[config.mk]
export PLATFORM = sky130hd
export DESIGN_NAME = dual_wheel_encoder_speed
export DESIGN_NICKNAME = d
export VERILOG_FILES = /design/src/sv/dwes_pkg.sv /design/src/sv/dwes_div.sv /design/src/sv/dwes_dp.sv /design/src/sv/dwes_ctrl.sv /design/src/sv/dual_wheel_encoder_speed.sv
export SDC_FILE = /design/constraint.sdc
export NUM_CORES = 2
export LEC_CHECK = 0
export ABC_AREA = 1
export BUFFER_PORTS_ARGS = -buffer_cell sky130_fd_sc_hd__buf_4
export CORE_MARGIN = 5
export CORE_UTILIZATION = 60
export CTS_BUF_LIST = sky130_fd_sc_hd__clkbuf_8
export DETAILED_ROUTE_END_ITERATION = 6
export HOLD_SLACK_MARGIN = 0.15
export PLACE_DENSITY = 0.78
export SLEW_MARGIN = 20
export SYNTH_ARGS = -nofsm -noshare
export SYNTH_HDL_FRONTEND = slang
export SYNTH_SLANG_ARGS = --single-unit
[constraint.sdc]
create_clock -name clk -period 41.5 [get_ports clk]
set_input_delay 12.45 -clock clk [delete_from_list [all_inputs] [get_ports clk]]
set_output_delay 12.45 -clock clk [all_outputs]
set_load 0.005 [all_outputs]
[src/sv/dwes_pkg.sv]
// shared constants, codes and control types for the dual wheel encoder speed block
`timescale 1ns / 1ps

package dwes_pkg;

  localparam int NOTCH_W     = 16;
  localparam int TIMEOUT_W   = 32;
  localparam int TIME_W      = 64;
  localparam int COUNT_W     = 32;
  localparam int DIST_W      = 48;
  localparam int SPEED_OUT_W = 24;
  localparam int USPS_W      = 20;
  localparam int DIVIDEND_W  = NOTCH_W + USPS_W;
  localparam int DIVISOR_W   = TIMEOUT_W;
  localparam int DIV_CNT_W   = $clog2(DIVIDEND_W + 1);
  localparam int CFG_DATA_W  = TIMEOUT_W;

  localparam logic [USPS_W-1:0]    US_PER_S      = USPS_W'(1000000);
  localparam logic [NOTCH_W-1:0]   NOTCH_RST     = NOTCH_W'(269);
  localparam logic [TIMEOUT_W-1:0] TIMEOUT_RST   = TIMEOUT_W'(1500000);

  // request codes
  localparam logic [1:0] REQ_NOTCH = 2'd0;
  localparam logic [1:0] REQ_CHECK = 2'd1;
  localparam logic [1:0] REQ_CLEAR = 2'd2;

  // configuration register indexes
  localparam logic CFG_NOTCH_SIZE = 1'b0;
  localparam logic CFG_TIMEOUT    = 1'b1;

  typedef struct packed {
    logic load;       // capture the accepted item
    logic calc;       // form intervals and notch product
    logic div_start;  // launch speed division
    logic apply;      // update state without a divided speed value
    logic apply_div;  // update state with the divided speed
    logic dist_go;    // form distances for the result
  } dwes_cmd_t;

  typedef struct packed {
    logic notch_ok;
    logic div_done;
  } dwes_sts_t;

endpackage

[src/sv/dwes_div.sv]
// radix-2 restoring divider, one quotient bit per cycle
`timescale 1ns / 1ps

module dwes_div
  import dwes_pkg::*;
(
  input  logic                  clk,
  input  logic                  rst_n,
  input  logic                  start,
  input  logic [DIVIDEND_W-1:0] dividend,
  input  logic [DIVISOR_W-1:0]  divisor,
  output logic                  done,
  output logic [DIVIDEND_W-1:0] quotient
);

  logic                  busy_r;
  logic                  done_r;
  logic [DIV_CNT_W-1:0]  cnt_r;
  logic [DIVISOR_W:0]    rem_r;
  logic [DIVIDEND_W-1:0] quo_r;
  logic [DIVISOR_W-1:0]  dvs_r;

  logic [DIVISOR_W:0]    rem_sh;
  logic [DIVISOR_W:0]    rem_diff;
  logic                  ge;

  always_comb begin
    rem_sh   = {rem_r[DIVISOR_W-1:0], quo_r[DIVIDEND_W-1]};
    rem_diff = rem_sh - {1'b0, dvs_r};
    ge       = (rem_sh >= {1'b0, dvs_r});
  end

  always_ff @(posedge clk) begin
    if (!rst_n) begin
      busy_r <= 1'b0;
      done_r <= 1'b0;
      cnt_r  <= '0;
    end else begin
      done_r <= 1'b0;
      if (start) begin
        busy_r <= 1'b1;
        cnt_r  <= DIV_CNT_W'(DIVIDEND_W);
      end else if (busy_r) begin
        cnt_r <= cnt_r - DIV_CNT_W'(1);
        if (cnt_r == DIV_CNT_W'(1)) begin
          busy_r <= 1'b0;
          done_r <= 1'b1;
        end
      end
    end
  end

  // dividend bits shift out of quo_r as quotient bits shift in
  always_ff @(posedge clk) begin
    if (start) begin
      rem_r <= '0;
      quo_r <= dividend;
      dvs_r <= divisor;
    end else if (busy_r) begin
      rem_r <= ge ? rem_diff : rem_sh;
      quo_r <= {quo_r[DIVIDEND_W-2:0], ge};
    end
  end

  assign done     = done_r;
  assign quotient = quo_r;

endmodule

[src/sv/dwes_dp.sv]
// datapath: configuration, wheel state, interval math, speed and distance
`timescale 1ns / 1ps

module dwes_dp
  import dwes_pkg::*;
#(
  parameter int SPEED_WIDTH = 24
) (
  input  logic                   clk,
  input  logic                   rst_n,
  input  dwes_cmd_t              cmd,
  output dwes_sts_t              sts,
  input  logic                   cfg_we,
  input  logic                   cfg_index,
  input  logic [CFG_DATA_W-1:0]  cfg_wdata,
  input  logic [1:0]             in_req_type,
  input  logic                   in_wheel,
  input  logic [TIME_W-1:0]      in_timestamp_us,
  output logic [COUNT_W-1:0]     out_left_count,
  output logic [COUNT_W-1:0]     out_right_count,
  output logic [DIST_W-1:0]      out_left_distance_q8,
  output logic [DIST_W-1:0]      out_right_distance_q8,
  output logic [SPEED_OUT_W-1:0] out_left_speed_q8,
  output logic [SPEED_OUT_W-1:0] out_right_speed_q8
);

  localparam int SAT_W = (SPEED_WIDTH > DIVIDEND_W) ? SPEED_WIDTH : DIVIDEND_W;
  localparam int EXT_W = (SPEED_WIDTH > SPEED_OUT_W) ? SPEED_WIDTH : SPEED_OUT_W;

  logic [NOTCH_W-1:0]     notch_r;
  logic [TIMEOUT_W-1:0]   timeout_r;

  logic [1:0]             req_r;
  logic                   wheel_r;
  logic [TIME_W-1:0]      now_r;

  logic [COUNT_W-1:0]     left_cnt_r;
  logic [COUNT_W-1:0]     right_cnt_r;
  logic [TIME_W-1:0]      left_last_r;
  logic [TIME_W-1:0]      right_last_r;
  logic [SPEED_WIDTH-1:0] left_spd_r;
  logic [SPEED_WIDTH-1:0] right_spd_r;

  logic [TIME_W-1:0]      dt_r;
  logic [TIME_W-1:0]      left_idle_r;
  logic [TIME_W-1:0]      right_idle_r;
  logic [DIVIDEND_W-1:0]  prod_r;
  logic [DIST_W-1:0]      left_dist_r;
  logic [DIST_W-1:0]      right_dist_r;

  logic                   div_done;
  logic [DIVIDEND_W-1:0]  quotient;
  logic [SAT_W-1:0]       q_ext;
  logic [SAT_W-1:0]       spd_max;
  logic [SPEED_WIDTH-1:0] spd_sat;
  logic [EXT_W-1:0]       left_spd_ext;
  logic [EXT_W-1:0]       right_spd_ext;

  always_ff @(posedge clk) begin
    if (!rst_n) begin
      notch_r   <= NOTCH_RST;
      timeout_r <= TIMEOUT_RST;
    end else if (cfg_we) begin
      if (cfg_index == CFG_NOTCH_SIZE) begin
        notch_r <= cfg_wdata[NOTCH_W-1:0];
      end else begin
        timeout_r <= cfg_wdata[TIMEOUT_W-1:0];
      end
    end
  end

  always_ff @(posedge clk) begin
    if (cmd.load) begin
      req_r   <= in_req_type;
      wheel_r <= in_wheel;
      now_r   <= in_timestamp_us;
    end
    if (cmd.calc) begin
      dt_r         <= now_r - (wheel_r ? right_last_r : left_last_r);
      left_idle_r  <= now_r - left_last_r;
      right_idle_r <= now_r - right_last_r;
      prod_r       <= DIVIDEND_W'(notch_r) * DIVIDEND_W'(US_PER_S);
    end
    if (cmd.dist_go) begin
      left_dist_r  <= DIST_W'(left_cnt_r) * DIST_W'(notch_r);
      right_dist_r <= DIST_W'(right_cnt_r) * DIST_W'(notch_r);
    end
  end

  assign sts.notch_ok = (req_r == REQ_NOTCH) && (dt_r != '0) &&
                        (dt_r < TIME_W'(timeout_r));
  assign sts.div_done = div_done;

  dwes_div u_div (
    .clk      (clk),
    .rst_n    (rst_n),
    .start    (cmd.div_start),
    .dividend (prod_r),
    .divisor  (dt_r[DIVISOR_W-1:0]),
    .done     (div_done),
    .quotient (quotient)
  );

  always_comb begin
    q_ext   = SAT_W'(quotient);
    spd_max = SAT_W'({SPEED_WIDTH{1'b1}});
    spd_sat = (q_ext > spd_max) ? {SPEED_WIDTH{1'b1}} : q_ext[SPEED_WIDTH-1:0];
  end

  always_ff @(posedge clk) begin
    if (!rst_n) begin
      left_cnt_r   <= '0;
      right_cnt_r  <= '0;
      left_last_r  <= '0;
      right_last_r <= '0;
      left_spd_r   <= '0;
      right_spd_r  <= '0;
    end else if (cmd.apply_div) begin
      if (wheel_r) begin
        right_cnt_r  <= right_cnt_r + COUNT_W'(1);
        right_spd_r  <= spd_sat;
        right_last_r <= now_r;
      end else begin
        left_cnt_r  <= left_cnt_r + COUNT_W'(1);
        left_spd_r  <= spd_sat;
        left_last_r <= now_r;
      end
    end else if (cmd.apply) begin
      case (req_r)
        REQ_NOTCH: begin
          // zero or out-of-range interval: wheel treated as stopped
          if (wheel_r) begin
            right_spd_r  <= '0;
            right_last_r <= now_r;
          end else begin
            left_spd_r  <= '0;
            left_last_r <= now_r;
          end
        end
        REQ_CHECK: begin
          if (left_idle_r > TIME_W'(timeout_r)) begin
            left_spd_r <= '0;
          end
          if (right_idle_r > TIME_W'(timeout_r)) begin
            right_spd_r <= '0;
          end
        end
        REQ_CLEAR: begin
          left_cnt_r   <= '0;
          right_cnt_r  <= '0;
          left_last_r  <= now_r;
          right_last_r <= now_r;
        end
        default: begin
        end
      endcase
    end
  end

  assign left_spd_ext  = EXT_W'(left_spd_r);
  assign right_spd_ext = EXT_W'(right_spd_r);

  assign out_left_count        = left_cnt_r;
  assign out_right_count       = right_cnt_r;
  assign out_left_distance_q8  = left_dist_r;
  assign out_right_distance_q8 = right_dist_r;
  assign out_left_speed_q8     = left_spd_ext[SPEED_OUT_W-1:0];
  assign out_right_speed_q8    = right_spd_ext[SPEED_OUT_W-1:0];

endmodule

[src/sv/dwes_ctrl.sv]
// controller: sequences one item through calc, divide (counted notches only), distance and output
`timescale 1ns / 1ps

module dwes_ctrl
  import dwes_pkg::*;
(
  input  logic      clk,
  input  logic      rst_n,
  input  logic      in_valid,
  output logic      in_ready,
  output logic      out_valid,
  input  logic      out_ready,
  input  dwes_sts_t sts,
  output dwes_cmd_t cmd
);

  typedef enum logic [2:0] {
    ST_IDLE,
    ST_CALC,
    ST_CMP,
    ST_DIV,
    ST_DIST,
    ST_OUT
  } state_t;

  state_t state_r;
  logic   in_ready_r;
  logic   out_valid_r;

  always_ff @(posedge clk) begin
    if (!rst_n) begin
      state_r     <= ST_IDLE;
      in_ready_r  <= 1'b1;
      out_valid_r <= 1'b0;
    end else begin
      case (state_r)
        ST_IDLE: begin
          if (in_valid && in_ready_r) begin
            in_ready_r <= 1'b0;
            state_r    <= ST_CALC;
          end
        end
        ST_CALC: begin
          state_r <= ST_CMP;
        end
        ST_CMP: begin
          state_r <= sts.notch_ok ? ST_DIV : ST_DIST;
        end
        ST_DIV: begin
          if (sts.div_done) begin
            state_r <= ST_DIST;
          end
        end
        ST_DIST: begin
          out_valid_r <= 1'b1;
          state_r     <= ST_OUT;
        end
        ST_OUT: begin
          if (out_ready) begin
            out_valid_r <= 1'b0;
            in_ready_r  <= 1'b1;
            state_r     <= ST_IDLE;
          end
        end
        default: begin
          state_r     <= ST_IDLE;
          in_ready_r  <= 1'b1;
          out_valid_r <= 1'b0;
        end
      endcase
    end
  end

  always_comb begin
    cmd           = '0;
    cmd.load      = (state_r == ST_IDLE) && in_valid && in_ready_r;
    cmd.calc      = (state_r == ST_CALC);
    cmd.div_start = (state_r == ST_CMP) && sts.notch_ok;
    cmd.apply     = (state_r == ST_CMP) && !sts.notch_ok;
    cmd.apply_div = (state_r == ST_DIV) && sts.div_done;
    cmd.dist_go   = (state_r == ST_DIST);
  end

  assign in_ready  = in_ready_r;
  assign out_valid = out_valid_r;

endmodule

[src/sv/dual_wheel_encoder_speed.sv]
// top level of the dual wheel encoder speed tracker
`timescale 1ns / 1ps

// Tracks notch counts, distances and period-based speeds of two wheels. Every
// accepted item gives exactly one result with both counts, both distances
// (count * notch size, Q8 cm) and both speeds (Q8 cm/s). Items are handled one
// at a time: a counted notch passes through the 36-step radix-2 divider that
// forms notch_size*1e6/dt before out_valid; every other item skips the
// divider. in_ready returns the cycle after the result is taken.
// Write configuration only while no item is in flight.
module dual_wheel_encoder_speed
  import dwes_pkg::*;
#(
  parameter int SPEED_WIDTH = 24
) (
  input  logic                   clk,
  input  logic                   rst_n,
  input  logic                   cfg_we,
  input  logic                   cfg_index,
  input  logic [CFG_DATA_W-1:0]  cfg_wdata,
  input  logic                   in_valid,
  output logic                   in_ready,
  input  logic [1:0]             in_req_type,
  input  logic                   in_wheel,
  input  logic [TIME_W-1:0]      in_timestamp_us,
  output logic                   out_valid,
  input  logic                   out_ready,
  output logic [COUNT_W-1:0]     out_left_count,
  output logic [COUNT_W-1:0]     out_right_count,
  output logic [DIST_W-1:0]      out_left_distance_q8,
  output logic [DIST_W-1:0]      out_right_distance_q8,
  output logic [SPEED_OUT_W-1:0] out_left_speed_q8,
  output logic [SPEED_OUT_W-1:0] out_right_speed_q8
);

  dwes_cmd_t cmd;
  dwes_sts_t sts;

  dwes_ctrl u_ctrl (
    .clk       (clk),
    .rst_n     (rst_n),
    .in_valid  (in_valid),
    .in_ready  (in_ready),
    .out_valid (out_valid),
    .out_ready (out_ready),
    .sts       (sts),
    .cmd       (cmd)
  );

  dwes_dp #(
    .SPEED_WIDTH (SPEED_WIDTH)
  ) u_dp (
    .clk                   (clk),
    .rst_n                 (rst_n),
    .cmd                   (cmd),
    .sts                   (sts),
    .cfg_we                (cfg_we),
    .cfg_index             (cfg_index),
    .cfg_wdata             (cfg_wdata),
    .in_req_type           (in_req_type),
    .in_wheel              (in_wheel),
    .in_timestamp_us       (in_timestamp_us),
    .out_left_count        (out_left_count),
    .out_right_count       (out_right_count),
    .out_left_distance_q8  (out_left_distance_q8),
    .out_right_distance_q8 (out_right_distance_q8),
    .out_left_speed_q8     (out_left_speed_q8),
    .out_right_speed_q8    (out_right_speed_q8)
  );

endmodule

==> summary.txt <==
Setup path
  – Crit path launch type: register
  – Worst setup EP type: output port
  – CP max stage cell: dfxtp_1
  – CP Max Fanout: 22
  – Crit path cell chain: buf_4
  – CP bufs+invs: 1
  – Critical Path RT: 29050 ps
  – CP max stage delay: 1050 ps
  – Crit-path leading delay family: flip-flops
  – Worst flop-to-flop path endpoint: u_dp.out_right_distance_q8[47]
  – Worst reg2reg startpoint: u_dp.notch_r[5]
  – R2r setup slk: 33740 ps
  – Worst Setup EP: out_right_count[23]
  – WP data arrival: around 2300 ps
  – R2r worst-path depth: 24
  – Crit Path Class: reg2out
  – CP Depth: 1
  – Critical path launch point: u_dp.out_right_count[23]

Power
  – Sequential share of power: 33.7%
  – Cell-internal power: slightly above 2 mW
  – Clock share of power: 21.0%
  – NetSw: roughly 1.6 mW
  – PD cells: 39.8 nW/µm²
  – Leakage power: around 45 nW
  – VDD IR-drop max: 0.0745 mV
  – Sw Share: 44.1%
  – Power share of the combinational group: 45.3%

Synth
  – Most used DFF post-synth: edfxtp_1
  – Synth Register Bits: ~790
  – Yosys Warn Count: 0
  – Distinct cells, synth: 54
  – Synthesized cell area: 83800 µm²
  – Asr flop ratio synth: 0%
  – Mapped Cells: 10800
  – Seq/Total Area, Yosys: 24.2%
  – Syn_area_per_cell: 7.73 µm²
  – Syn Nets: 12500
  – EDFF count, synth: 453

Cells and area
  – Commonest non-fill, non-tap cells in the layout: nand2_1, inv_1, nor2_1, fa_1, ha_1
  – Final Util: about two thirds
  – Syn-to-layout area delta: 8.00%
  – Final nets: 12700
  – Layout cells sized above 1: 5.99%
  – Final Instance Area: 90500 µm²
  – Most common cell after layout, fill and taps aside: nand2_1

Place
  – Port bufs: about 310
  – Dpl ws: 26810 ps
  – DP HPWL: 214000 µm
  – Gpl congestion: 1.10
  – Placed instance area: 87700 µm²

CTS
  – Post-CTS setup repair buffer count: 0
  – Clock buffer depth: 3
  – Skew-Pair Late Insertion Delay: 930 ps
  – Post-CTS resize count: 0
  – Inserted Clock Buffers: 141
  – H-tree levels: 4
  – Clock Root Buffer: clkbuf_8
  – CTS Hold Bufs: 0
  – CTS tree: done
  – Reg clk slew, reported paths: approximately 70 ps
  – CTS Sinks: 786

Floorplan
  – Die width: approximately 380 µm
  – Initial core utilization: between 60% and 70%
  – Core footprint: 139000 µm²
  – I/O pins: between 300 and 400
  – Die Y: 384 µm
  – Core Rows: about 140
  – Die area: 147000 µm²

GRT
  – Largest net degree at the start of global routing: 99
  – Initial antenna violation count: 3
  – First-pass GRT wire length: 418000 µm
  – Global route overflow: 0
  – Vias in the first global route: 75100
  – All-Layer GR Usage: about 37%

Route
  – Vias: around 73000
  – Routed wire per std cell: 20.9 µm
  – Initial DRC count: 6617
  – Antenna-violating nets left: 0
  – First-pass iteration count of the detailed router: 7
  – Vias per cell: between 5 and 6
  – # DRC: 0
  – Post-Route WL: between 200000 and 300000 µm

Timing
  – Final Hold Viols: 0
  – Worst-Margin Slew: 1260 ps
  – Endpoints failing setup: 0
  – Setup TNS: 0 ps
  – Max Fclk: between 0.06 and 0.07 GHz
  – Final Max Tran Viols: 0
  – Final Skew: roughly 57 ps
  – Final worst path period share: 35.6%
  – Slew HR: 15.1%
  – Setup WS post-layout: 26740 ps
  – RSZ-0062 raised after global routing: no
  – Minimum clock period: 14760 ps

Worst hold path
  – Min-Delay Path Class: reg2reg

Run status
  – Outcome: completed

Flow run
  – Max-cap violations: 0
[cells by family after synthesis]
logic type	synth area share, %
and+or+nand+nor	20.2
xor gates and xnor gates	3.76
buffers and inverters	11.6
DFF	24.2
AOI/OAI and AO/OA	8.94
adders and majority gates	31.3
[per-layer routing]
layer	GRT usage (%)	up-vias	routed length, µm	part of all wire (%)
met3	7.24	932	24100	8.9
met1	44.8	34900	102000	37
met2	61.0	3556	127000	47
li1	-	34000	-	-
met4	21.9	2	19400	7.1
met5	0	-	13	0.0048
[synth_stat cells (138+ instances only)]
| library cell | n | area share (%) |
|---|---|---|
| nand2_1 | 2720 | 12 |
| inv_1 | 2130 | 9.5 |
| nor2_1 | 917 | 4.1 |
| fa_1 | 895 | 21 |
| ha_1 | 665 | 9.9 |
| a21oi_1 | 631 | 3.8 |
| edfxtp_1 | 453 | 16 |
| o21ai_0 | 408 | 2.4 |
| dfxtp_1 | 333 | 8.0 |
| nand3_1 | 329 | 2.0 |
| xor2_1 | 222 | 2.3 |
| clkbuf_1 | 220 | 0.99 |
| xnor2_1 | 138 | 1.4 |
[tightest hold or removal path, cell delays in order (launching register included)]
cell     delay, ps
dfxtp_1        310
nand2_1         60
a21oi_1         50
[worst min-delay path by stage]
stage,start,endpoint,cells after the start
floorplan,u_dp.u_div.rem_r[31],u_dp.u_div.rem_r[31],2
global placement,u_dp.out_left_speed_q8[10],u_dp.out_left_speed_q8[10],2
detailed placement,u_dp.out_left_speed_q8[1],u_dp.out_left_speed_q8[1],2
CTS,u_dp.out_left_speed_q8[1],u_dp.out_left_speed_q8[1],2
global route,u_dp.out_right_speed_q8[8],u_dp.out_right_speed_q8[8],2
finish,u_dp.out_right_speed_q8[11],u_dp.out_right_speed_q8[11],2
[power groups by stage]
| stage | clock [mW] | sequential, mW | combinational (mW) |
|---|---|---|---|
| after CTS | 0.767 | 1.21 | 1.60 |
| final | 0.757 | 1.21 | 1.63 |
| after global routing | 0.803 | 1.23 | 1.80 |
| after floorplan | 0 | 1.22 | 1.10 |
| after detailed placement | 0 | 1.23 | 1.59 |
| after global placement | 0 | 1.22 | 1.57 |
[stage by stage]
stage | power, mW | hold slack (ps) | std cells
floorplan | 2.33 | 450 | 10800
global placement | 2.79 | 451 | 12700
detailed placement | 2.82 | 455 | 12700
CTS | 3.58 | 465 | 13000
global route | 3.82 | 476 | 13000
finish | 3.60 | 463 | 13000
[registers in the layout, summed over array words and instances, names as in the netlist, 36 cells and up]
register and cells:
u_dp.right_idle_r 64, u_dp.now_r 64, u_dp.left_idle_r 64, u_dp.out_right_distance_q8 48, u_dp.right_last_r 64, u_dp.left_last_r 64, u_dp.u_div.quotient 36, u_dp.out_left_distance_q8 48
u_dp.dt_r 64
[area by class of cell]
| type | count | area (µm²) |
|---|---|---|
| Multi-Input combinational cell | 7521 | 53900 |
| Fill cell | 12200 | 48700 |
| Sequential cell | 786 | 20300 |
| Inverter | 2152 | 8080 |
| Timing Repair Buffer | 404 | 3040 |
| Tap cell | 1876 | 2350 |
| Clock buffer | 158 | 2170 |
| Clock inverter | 100 | 691 |
| Antenna cell | 3 | 7.51 |
Power figures use the tool's default switching activity.
